===== config.mk =====
export PLATFORM = sky130hd
export DESIGN_NAME = lsdrs_cell
export DESIGN_NICKNAME = d
export VERILOG_FILES = /design/src/sv/lsdrs_pkg.sv /design/src/sv/lsdrs_cell.sv
export SDC_FILE = /design/constraint.sdc
export NUM_CORES = 1
export LEC_CHECK = 0
export ABC_AREA = 1
export BUFFER_PORTS_ARGS = -buffer_cell sky130_fd_sc_hd__buf_2
export CAP_MARGIN = 20
export CORE_ASPECT_RATIO = 0.8
export CORE_MARGIN = 2
export CORE_UTILIZATION = 41
export CTS_BUF_LIST = sky130_fd_sc_hd__clkbuf_16
export DETAILED_ROUTE_END_ITERATION = 10
export PLACE_DENSITY = 0.77
export REMOVE_ABC_BUFFERS = 1
export SLEW_MARGIN = 20
export SYNTH_ARGS = -nofsm -noshare
export SYNTH_HDL_FRONTEND = slang
export SYNTH_SLANG_ARGS = --single-unit

===== constraint.sdc =====
create_clock -name clk_i -period 2.2 [get_ports clk_i]
set_clock_uncertainty 0.2 [all_clocks]
set_input_delay 0.22 -clock clk_i [delete_from_list [all_inputs] [get_ports clk_i]]
set_output_delay 0.22 -clock clk_i [all_outputs]
set_load 0.02 [all_outputs]

===== src/sv/lsdrs_pkg.sv =====
// ----------------------------------------------------------------------------
// lsdrs_pkg - shared types and constants of the decimal radix sorter
// Field widths, the value ceiling, the per-cell control struct and the
// decimal digit counter used by the sorter top level.
// ----------------------------------------------------------------------------
package lsdrs_pkg;

  localparam int unsigned ValW   = 30;
  localparam int unsigned OpW    = 10;
  localparam int unsigned PassW  = 4;
  localparam logic [ValW-1:0] ValueCap = ValW'(999999999);

  typedef logic [ValW-1:0]  val_t;
  typedef logic [OpW-1:0]   op_t;
  typedef logic [PassW-1:0] pass_t;

  // Broadcast control for every cell of the row
  typedef struct packed {
    logic ins;    // place the broadcast value in order
    logic shift;  // move every entry one cell toward the head
  } cell_ctl_t;

  // Number of decimal digits of a value, one for zero
  function automatic pass_t digit_count(input val_t v);
    pass_t n;
    n = pass_t'(1);
    if (v >= ValW'(10))        n = pass_t'(2);
    if (v >= ValW'(100))       n = pass_t'(3);
    if (v >= ValW'(1000))      n = pass_t'(4);
    if (v >= ValW'(10000))     n = pass_t'(5);
    if (v >= ValW'(100000))    n = pass_t'(6);
    if (v >= ValW'(1000000))   n = pass_t'(7);
    if (v >= ValW'(10000000))  n = pass_t'(8);
    if (v >= ValW'(100000000)) n = pass_t'(9);
    return n;
  endfunction

endpackage


===== src/sv/lsdrs_cell.sv =====
// ----------------------------------------------------------------------------
// lsdrs_cell - one entry of the sorting row
// Holds one value and its valid bit. Takes the broadcast value or its left
// neighbor's value on an ordered insert, and its right neighbor's on a shift.
// ----------------------------------------------------------------------------
module lsdrs_cell (
  input  logic                 clk_i,
  input  logic                 rst_ni,
  input  lsdrs_pkg::cell_ctl_t ctl_i,
  input  lsdrs_pkg::val_t      ins_val_i,
  input  logic                 prev_lt_i,
  input  lsdrs_pkg::val_t      prev_val_i,
  input  logic                 prev_vld_i,
  input  lsdrs_pkg::val_t      next_val_i,
  input  logic                 next_vld_i,
  output logic                 lt_o,
  output lsdrs_pkg::val_t      val_o,
  output logic                 vld_o
);
  import lsdrs_pkg::*;

  val_t val_q, val_d;
  logic vld_q, vld_d;

  // New value goes in front of this entry (strictly less keeps order stable)
  assign lt_o = !vld_q || (ins_val_i < val_q);

  always_comb begin
    val_d = val_q;
    vld_d = vld_q;
    if (ctl_i.shift) begin
      val_d = next_val_i;
      vld_d = next_vld_i;
    end else if (ctl_i.ins && lt_o) begin
      if (prev_lt_i) begin
        val_d = prev_val_i;
        vld_d = prev_vld_i;
      end else begin
        val_d = ins_val_i;
        vld_d = 1'b1;
      end
    end
  end

  always_ff @(posedge clk_i or negedge rst_ni) begin
    if (!rst_ni) begin
      vld_q <= 1'b0;
    end else begin
      vld_q <= vld_d;
    end
  end

  always_ff @(posedge clk_i) begin
    val_q <= val_d;
  end

  assign val_o = val_q;
  assign vld_o = vld_q;

endmodule


======== Word-level counts from Yosys, hierarchy flattened ========
Index checks and enable logic that the tools add are counted.
cells by class
  magnitude comparators ................... 1
  mux-type cells .......................... 6
  reductions and logical operators ........ 4
operators with widths
  kind                 count
  30-bit 2-to-1 mux    3
  30-bit < comparator  1
  1-bit 2-to-1 mux     3
  2-bit nonzero test   1
  1-bit logical AND    1
  1-bit logical NOT    1
  1-bit logical OR     1
word-level totals
  bits in registers ....................... 31
  output and inout port bits .............. 32
  logic and storage cells ................. 13

======== Depth between registers and ports, before layout ========
Gate-level depths: netlist of the first run.
  depth in word-level cells ............... 5
  depth in mapped cells ................... 15
  mapped depth without buffers ............ 15

======== Worst setup path after synthesis of the first run ========
No wires, ideal clock.
  kind .................................... register to register
  from .................................... register val_q[25], in the netlist val_o[25]
  to ...................................... register val_q[0], in the netlist val_o[0], enable pin
  setup time .............................. 374 ps
  data arrival time ....................... 1864 ps
  setup slack ............................. -237 ps
  stages on the path, launching flop included .. 14
  path buffers ............................ 0
  path through ............................ edfxtp_1 -> inv_1 -> ha_1 -> nand2_1 -> nor2_1 -> nand2_1 -> inv_1 -> nand2_1 -> nand3_1 -> nor2_1 -> nand2_1 -> nand2_2 -> nand2_2 -> nand2_2
between the ends
  word-level cells in the longest chain between the ends .. 4
ends and longest elaborated chain
  item                          line              RTL
  start, declared               lsdrs_cell.sv:22  val_t val_q, val_d;
  start signal, assigned        lsdrs_cell.sv:54  val_q <= val_d;
  30-bit < comparator           lsdrs_cell.sv:26  assign lt_o = !vld_q || (ins_val_i < val_q);
  1-bit logical OR              lsdrs_cell.sv:26
  net lt_o                      lsdrs_cell.sv:16  output logic lt_o,
  1-bit logical AND             lsdrs_cell.sv:34  end else if (ctl_i.ins && lt_o) begin
  2-bit nonzero test (no line)  --
The timed path passes the listed nets, and every way through them passes these cells.
A chain may end at the register's enable or synchronous reset.

======== Final worst setup path of the first run ========
  from .................................... register val_q[21], in the netlist val_o[21]
  to ...................................... register val_q[24], in the netlist val_o[24], enable pin
between the ends
  word-level cells in the longest chain between the ends .. 4
ends and longest elaborated chain
  item                          line
  30-bit < comparator           lsdrs_cell.sv:26
  1-bit logical OR              lsdrs_cell.sv:26
  1-bit logical AND             lsdrs_cell.sv:34
  2-bit nonzero test (no line)  --
No other way between the ends.

==> impl_metrics.csv, run 1 <==
group,metric,value,unit
route,vias,2601,
power,clock_power_share,0.307,
route,wl_per_cell,12.9,microns
critical_path,criticalPathCategory,"flop to flop",
clock_network,clkLatencyLatePin,0.27,ns
logic_synthesis,synth.area.top_cells,"edfxtp_1, ha_1, a21oi_1",
logic_synthesis,yosys.area_share.simple,0.222,
critical_path,r2r_start,"val_o[21]",
clock_network,cts_tree,"done",
sta,setup_slack,-0.0435,ns
clock_network,clock-sinks,31,
floorplan,die-area,6440,sq um
logic_synthesis,synth.cell_area,2380,sq um
logic_synthesis,netlist_instances,323,
critical_path,crit_slowest_cell,"edfxtp_1",
logic_synthesis,ys_ff_latch,31,
hold_path,worstHoldPathType,"input pin to flop",
cells_and_area,antenna_cells,0,
floorplan,io-pin-count,129,
power,power_switching_share,0.312,
cells_and_area,area_growth,45.9,%
logic_synthesis,synth_top_family_by_area,"simple AND/OR/NAND/NOR gates",
logic_synthesis,synth_edf_count,30,
critical_path,cpLargestDelayFamily,"simple AND/OR/NAND/NOR gates",
sta,worst-slew-pin-transition,0.644,ns
global_route,grt_pass1_wl,10400,microns
sta,finalMaxSlewViolations,0,
cells_and_area,drive_above_1_share,0.386,
logic_synthesis,synthAdderAreaFrac,0.152,
hold_path,hold_end,"vld_o",
global_route,gr-total-overflow,0,
placed_design,routabilityCongestion,0.795,
critical_path,crit_buf_inv,3,
power,peakVddDrop,0.346,mV
logic_synthesis,synth_common_cells,"nand2_1, a21oi_1, inv_1, nor2_1, edfxtp_1",
logic_synthesis,synth_compound_area_frac,0.141,
critical_path,arrival,2.03,ns
outcome,outcome,"finished, violations left",
critical_path,reg2reg_slack,-0.04,ns
critical_path,crit_fanout,8,
logic_synthesis,synth_top_cell_area_share,0.378,
floorplan,rows,24,
hold_path,min_path_cells,5,
critical_path,r2r-end,"val_o[24]",
power,p_int,0.00142,W
critical_path,crit_chain,"inv_1 > ha_1 > nand2_1 > inv_1 > nand2_1 > nand2_1 > nand2_1 > nand3_1 > nor2_1 > nand2_1 > nand2_2 > nand2_2 > nand2_4 > clkbuf_16",
global_route,grt_pass1_vias,2505,
clock_network,htree_levels,2,
clock_network,cts_root_buf,"clkbuf_16",
route,wirelength,6910,microns
flow_run,max_cap_violations,0,
route,vias_per_cell,4.85,
power,power_frac_comb,0.324,
power,power_leakage,1.86,nW
logic_synthesis,synthArstFlopShare,0.0323,
power,power_switching,0.000644,W
floorplan,die_h,72.2,microns
sta,min_period,2.24,ns
route,drt_iter0_drc,82,
outcome,violations,"negative setup slack",
sta,max_slew_margin,0.571,
logic_synthesis,synthFlopType,"edfxtp_1",
logic_synthesis,synthMuxAreaShare,0,
clock_network,path_clk_slew,0.05,ns
cells_and_area,nets,583,
logic_synthesis,synth_largest_area_cell,"edfxtp_1",
sta,rsz0062_at_grt,"true",
logic_synthesis,synth_warnings,0,
critical_path,crit_path_start_kind,"flop",
logic_synthesis,synth.yosys.seq_area_share,0.388,
logic_synthesis,synth.most_common_cell,"nand2_1",
global_route,antenna_found_initial,0,
sta,fin_crit_sh,1.02,
logic_synthesis,ys_types,16,
critical_path,cp_slowest_stage_delay,0.40,ns
clock_network,cts_buffers,5,
power,power,0.00206,W
clock_network,clock_path_buffers,2,
route,drc,0,
power,pwr_density_cell,593,nW/um^2
floorplan,fp.coreArea,5530,sq um
logic_synthesis,synthXorXnorAreaFrac,0,
floorplan,die-width,89.2,microns
critical_path,crit_top_cell,"nand2_1",
sta,finalSetupViolCount,31,
floorplan,start_util,0.431,
placed_design,io_buffer_count,128,
cells_and_area,final_util,0.630,
placed_design,dp_hpwl,4890,microns
power,p_seq_frac,0.369,
critical_path,end_kind,"flop",
sta,finalHoldViolations,0,
sta,fmax,446,MHz
critical_path,r2r_cells,14,
route,firstDrtPassIters,5,
global_route,grt_max_degree,32,
critical_path,required,1.99,ns
hold_path,min_from,"next_vld_i",
logic_synthesis,avgSynthCellArea,7.38,sq um
route,ant_nets,0,
global_route,grtUsageTotal,0.205,
## tightest hold or removal path, cell delays in order
cell	delay [ns]
buf_2	0.07
nand2_1	0.04
nand2_1	0.05
nand2_1	0.04
nand2_1	0.05
## logic make-up (layout without fill, tap and decap cells)
group / Yosys count / in the layout
adders and majority gates: 29 / 29
AOI/OAI and AO/OA: 67 / 67
DFF: 31 / 31
and+or+nand+nor: 135 / 135
buffers and inverters: 61 / 196
## cells in the final DEF (no fill, tap or decap), types with 2 or more instances in the layout
| master | Yosys | final |
|---|---|---|
| nand2_1 | 86 | 80 |
| nand2_2 | 3 | 7 |
| nor2_2 | 2 | 3 |
| ha_1 | 29 | 23 |
| inv_2 | 8 | 12 |
| edfxtp_1 | 30 | 30 |
| nand2_4 | 0 | 2 |
| ha_4 | 0 | 6 |
| a21oi_1 | 66 | 65 |
| nand3_1 | 5 | 4 |
| buf_4 | 0 | 6 |
| buf_6 | 0 | 2 |
| buf_2 | 1 | 127 |
| inv_1 | 41 | 40 |
| clkbuf_16 | 0 | 7 |
| nor2_1 | 37 | 35 |
## flip-flops by register name, indices dropped and copies added (netlist names)
register	cells
val_o	30
vld_o	1
## cell type report
class | instances | area (sq um)
clock buffers | 5 | 125
clock inverters | 3 | 11.3
fillers | 536 | 2050
inverters | 49 | 184
multi-input cells | 231 | 1350
flip-flops and latches | 31 | 926
well taps | 78 | 97.6
repair buffers | 139 | 783
## power by group through the flow
stage,combinational [W],clock (W),sequential (W)
floorplan,0.000256,0,0.000848
global placement,0.000563,0,0.000769
detailed placement,0.000581,0,0.000771
CTS,0.000591,0.000652,0.000760
global route,0.000749,0.000675,0.000768
finish,0.000668,0.000634,0.000761
## worst max path at each step
stage	endpoint	from	slack (ns)	cells past startpoint
detailed placement	val_o[24]	val_o[25]	0.009	14
CTS	lt_o	val_o[27]	-0.0004	12
floorplan	val_o[0]	val_o[25]	-0.24	13
global placement	val_o[10]	val_o[13]	0.06	14
finish	val_o[24]	val_o[21]	-0.04	14
global route	val_o[17]	val_o[13]	-0.18	12
## routing by layer
layer / global-route usage / share of wire / vias up / routed length [microns]
met1: 0.249 / 0.44 / 1194 / 3020
met5: 0 / 0 / - / 0
met3: 0.0455 / 0.054 / 4 / 376
met4: 0.0514 / 0.0058 / 0 / 40
met2: 0.367 / 0.50 / 84 / 3470
li1: - / - / 1319 / -
## repair_timing
| action | CTS | global route |
|---|---|---|
| gates cloned | 0 | 3 |
| pin swaps | 5 | 16 |
| buffers inserted | 0 | 4 |
| endpoints found under the hold margin | 1 | 0 |
| setup endpoints to repair | 8 | 32 |
| hold buffers | 1 | 0 |
| resized for setup | 4 | 22 |
## per-stage QoR
step	instance area, sq um	hold WS [ns]	std cells	setup WS [ns]	setup TNS (ns)
after CTS	3270	0.0348	529	-0.000366	-0.000366
final	3480	0.0442	536	-0.0435	-0.979
after global routing	3480	0.0560	536	-0.182	-5.23
after detailed placement	3110	-0.202	520	0.00941	0
after global placement	3110	-0.202	520	0.0640	0
after floorplan	2340	-0.276	311	-0.237	-7.24
Power figures use the tool's default switching activity.
==> run 2: changes to the inputs <==
--- a/config.mk
+++ b/config.mk
@@ -9,7 +9,6 @@
 export BUFFER_PORTS_ARGS = -buffer_cell sky130_fd_sc_hd__buf_2
 export CAP_MARGIN = 20
 export CORE_ASPECT_RATIO = 0.8
-export CORE_MARGIN = 2
 export CORE_UTILIZATION = 41
 export CTS_BUF_LIST = sky130_fd_sc_hd__clkbuf_16
 export DETAILED_ROUTE_END_ITERATION = 10
==> run 2 against run 1 <==
Compared with the run above: the run still ends with negative setup slack left; sequential share of layout area decreased by 1.1 points; flip-flop and latch count unchanged; sequential power about the same; critical path depth unchanged; critical path type unchanged.
==> impl_metrics.csv, run 2 (same netlist as run 1, synthesis figures left out) <==
group,metric,value,unit
global_route,gr-total-overflow,0,
route,wirelength,7130,microns
cells_and_area,antenna_cells,0,
route,ant_nets,0,
placed_design,placed_cell_area,3130,sq um
flow_run,max_cap_violations,0,
cells_and_area,fillers,496,
clock_network,cts_tree,"done",
floorplan,rows,24,
clock_network,clkLatencyLatePin,0.27,ns
critical_path,crit_buf_inv,3,
clock_network,clock_path_buffers,2,
sta,max_slew_margin,0.580,
critical_path,required,1.98,ns
global_route,antenna_found_initial,0,
critical_path,arrival,2.05,ns
critical_path,r2r_cells,14,
sta,min_period,2.27,ns
route,wl_per_cell,13.2,microns
sta,setup_slack,-0.0658,ns
cells_and_area,design_area,3630,sq um
critical_path,cp_slowest_stage_delay,0.39,ns
sta,finalMaxSlewViolations,0,
critical_path,crit_path_start_kind,"flop",
route,firstDrtPassIters,5,
sta,finalSetupViolCount,31,
sta,rsz0062_at_grt,"true",
power,pwr_density_cell,620,nW/um^2
route,vias,2605,
cells_and_area,largest_reg_flops,30,
route,drc,0,
placed_design,routabilityCongestion,0.752,
outcome,violations,"negative setup slack",
outcome,outcome,"finished, violations left",
critical_path,crit_chain,"inv_1 > ha_4 > nand2_2 > inv_1 > nand2_1 > nand3_1 > nor2_1 > nand2_1 > nand2_1 > nand2_1 > nand2_2 > nand2_4 > nand2_8 > clkbuf_16",
critical_path,end_kind,"flop",
sta,fin_crit_sh,1.03,
critical_path,crit_top_cell,"nand2_1",
cells_and_area,nets,586,
global_route,grtUsageTotal,0.225,
critical_path,cpLargestDelayFamily,"simple AND/OR/NAND/NOR gates",
power,power_leakage,1.89,nW
critical_path,crit_slowest_cell,"edfxtp_1",
sta,worst-slew-pin-transition,0.630,ns
hold_path,worstHoldPathType,"input pin to async pin",
clock_network,path_clk_slew,0.05,ns
critical_path,crit_fanout,6,
route,drt_iter0_drc,117,
floorplan,die-width,87.2,microns
global_route,grt_max_degree,32,
critical_path,criticalPathCategory,"flop to flop",
critical_path,cp.depth,14,
clock_network,cts_buffers,5,
cells_and_area,drive_above_1_share,0.410,
cells_and_area,multi_input_area,1430,sq um
placed_design,io_buffer_count,128,
global_route,grt_pass1_wl,10700,microns
cells_and_area,area_growth,52.4,%
power,peakVddDrop,0.378,mV
cells_and_area,mostFrequentLayoutCell,"buf_2",
floorplan,io-pin-count,129,
placed_design,dp_hpwl,5000,microns
route,vias_per_cell,4.83,
cells_and_area,final_cell_mix,"buf_2, nand2_1, a21oi_1",
floorplan,fp.coreArea,5530,sq um
sta,fmax,441,MHz
sta,finalHoldViolations,0,
cells_and_area,regArea,926,sq um
floorplan,die_h,70.2,microns
clock_network,clock-sinks,31,
sta,tns,-1.34,ns
clock_network,htree_levels,2,
floorplan,die-area,6120,sq um
clock_network,cts_root_buf,"clkbuf_16",
floorplan,start_util,0.431,
global_route,grt_pass1_vias,2397,
## run 2: final cells by class
class                           instances  share of cell area
Sequential cell                        31               0.255
Clock inverter                          3              0.0107
Clock buffer                            5              0.0344
Inverter                               49              0.0506
Timing Repair Buffer                  142               0.230
Multi-Input combinational cell        231               0.392
Tap cell                               78              0.0269
## run 2: routing by layer
| layer | GRT usage | up-vias | share of wire |
|---|---|---|---|
| met5 | 0 | - | 0 |
| met2 | 0.390 | 122 | 0.48 |
| met3 | 0.0473 | 16 | 0.067 |
| li1 | - | 1325 | - |
| met1 | 0.285 | 1142 | 0.43 |
| met4 | 0.0546 | 0 | 0.020 |
## run 2: repair_timing
action,CTS,global route
cloned,0,4
setup buffers,0,5
endpoints found under the hold margin,1,0
gates resized for setup,10,26
setup endpoints to repair,32,32
hold buffers,1,0
pin swaps,7,15
## run 2: path summary, 6_finish.rpt
kind / startpoint / to / slack (ns)
setup / recovery: val_o[13] / val_o[17] / -0.07
hold / removal: rst_ni / vld_o / 0.07
setup reg to reg: val_o[13] / val_o[17] / -0.07
hold reg to reg: vld_o / vld_o / 0.41
max in group asynchronous: rst_ni / vld_o / 1.63
min in group clk_i: next_val_i[7] / val_o[7] / 0.07
## run 2: stage by stage
step / total power [W] / utilization / instances / setup WS, ns / hold WS [ns]
2_1_floorplan: 0.00110 / - / 311 / -0.237 / -0.276
3_3_place_gp: 0.00134 / 0.567 / 521 / 0.0579 / -0.197
3_5_place_dp: 0.00136 / 0.567 / 521 / 0.0171 / -0.192
4_1_cts: 0.00215 / 0.606 / 530 / -0.00761 / 0.0545
5_1_grt: 0.00238 / 0.657 / 539 / -0.139 / 0.0585
6_report: 0.00225 / 0.657 / 539 / -0.0658 / 0.0733
## run 2: worst reg2reg max path: stages (launching register included)
cell and delay [ns]:
edfxtp_1 0.39, inv_1 0.10, ha_4 0.20, nand2_2 0.09
inv_1 0.05, nand2_1 0.06, nand3_1 0.07, nor2_1 0.13
nand2_1 0.09, nand2_1 0.07, nand2_1 0.06, nand2_2 0.10
nand2_4 0.08, nand2_8 0.11, clkbuf_16 0.17
## run 2: where the power goes
group,total (W),internal [W],switching (W)
Combinational,0.000726,0.000315,0.000411
Clock,0.000763,0.000527,0.000236
Sequential,0.000762,0.000729,0.0000334
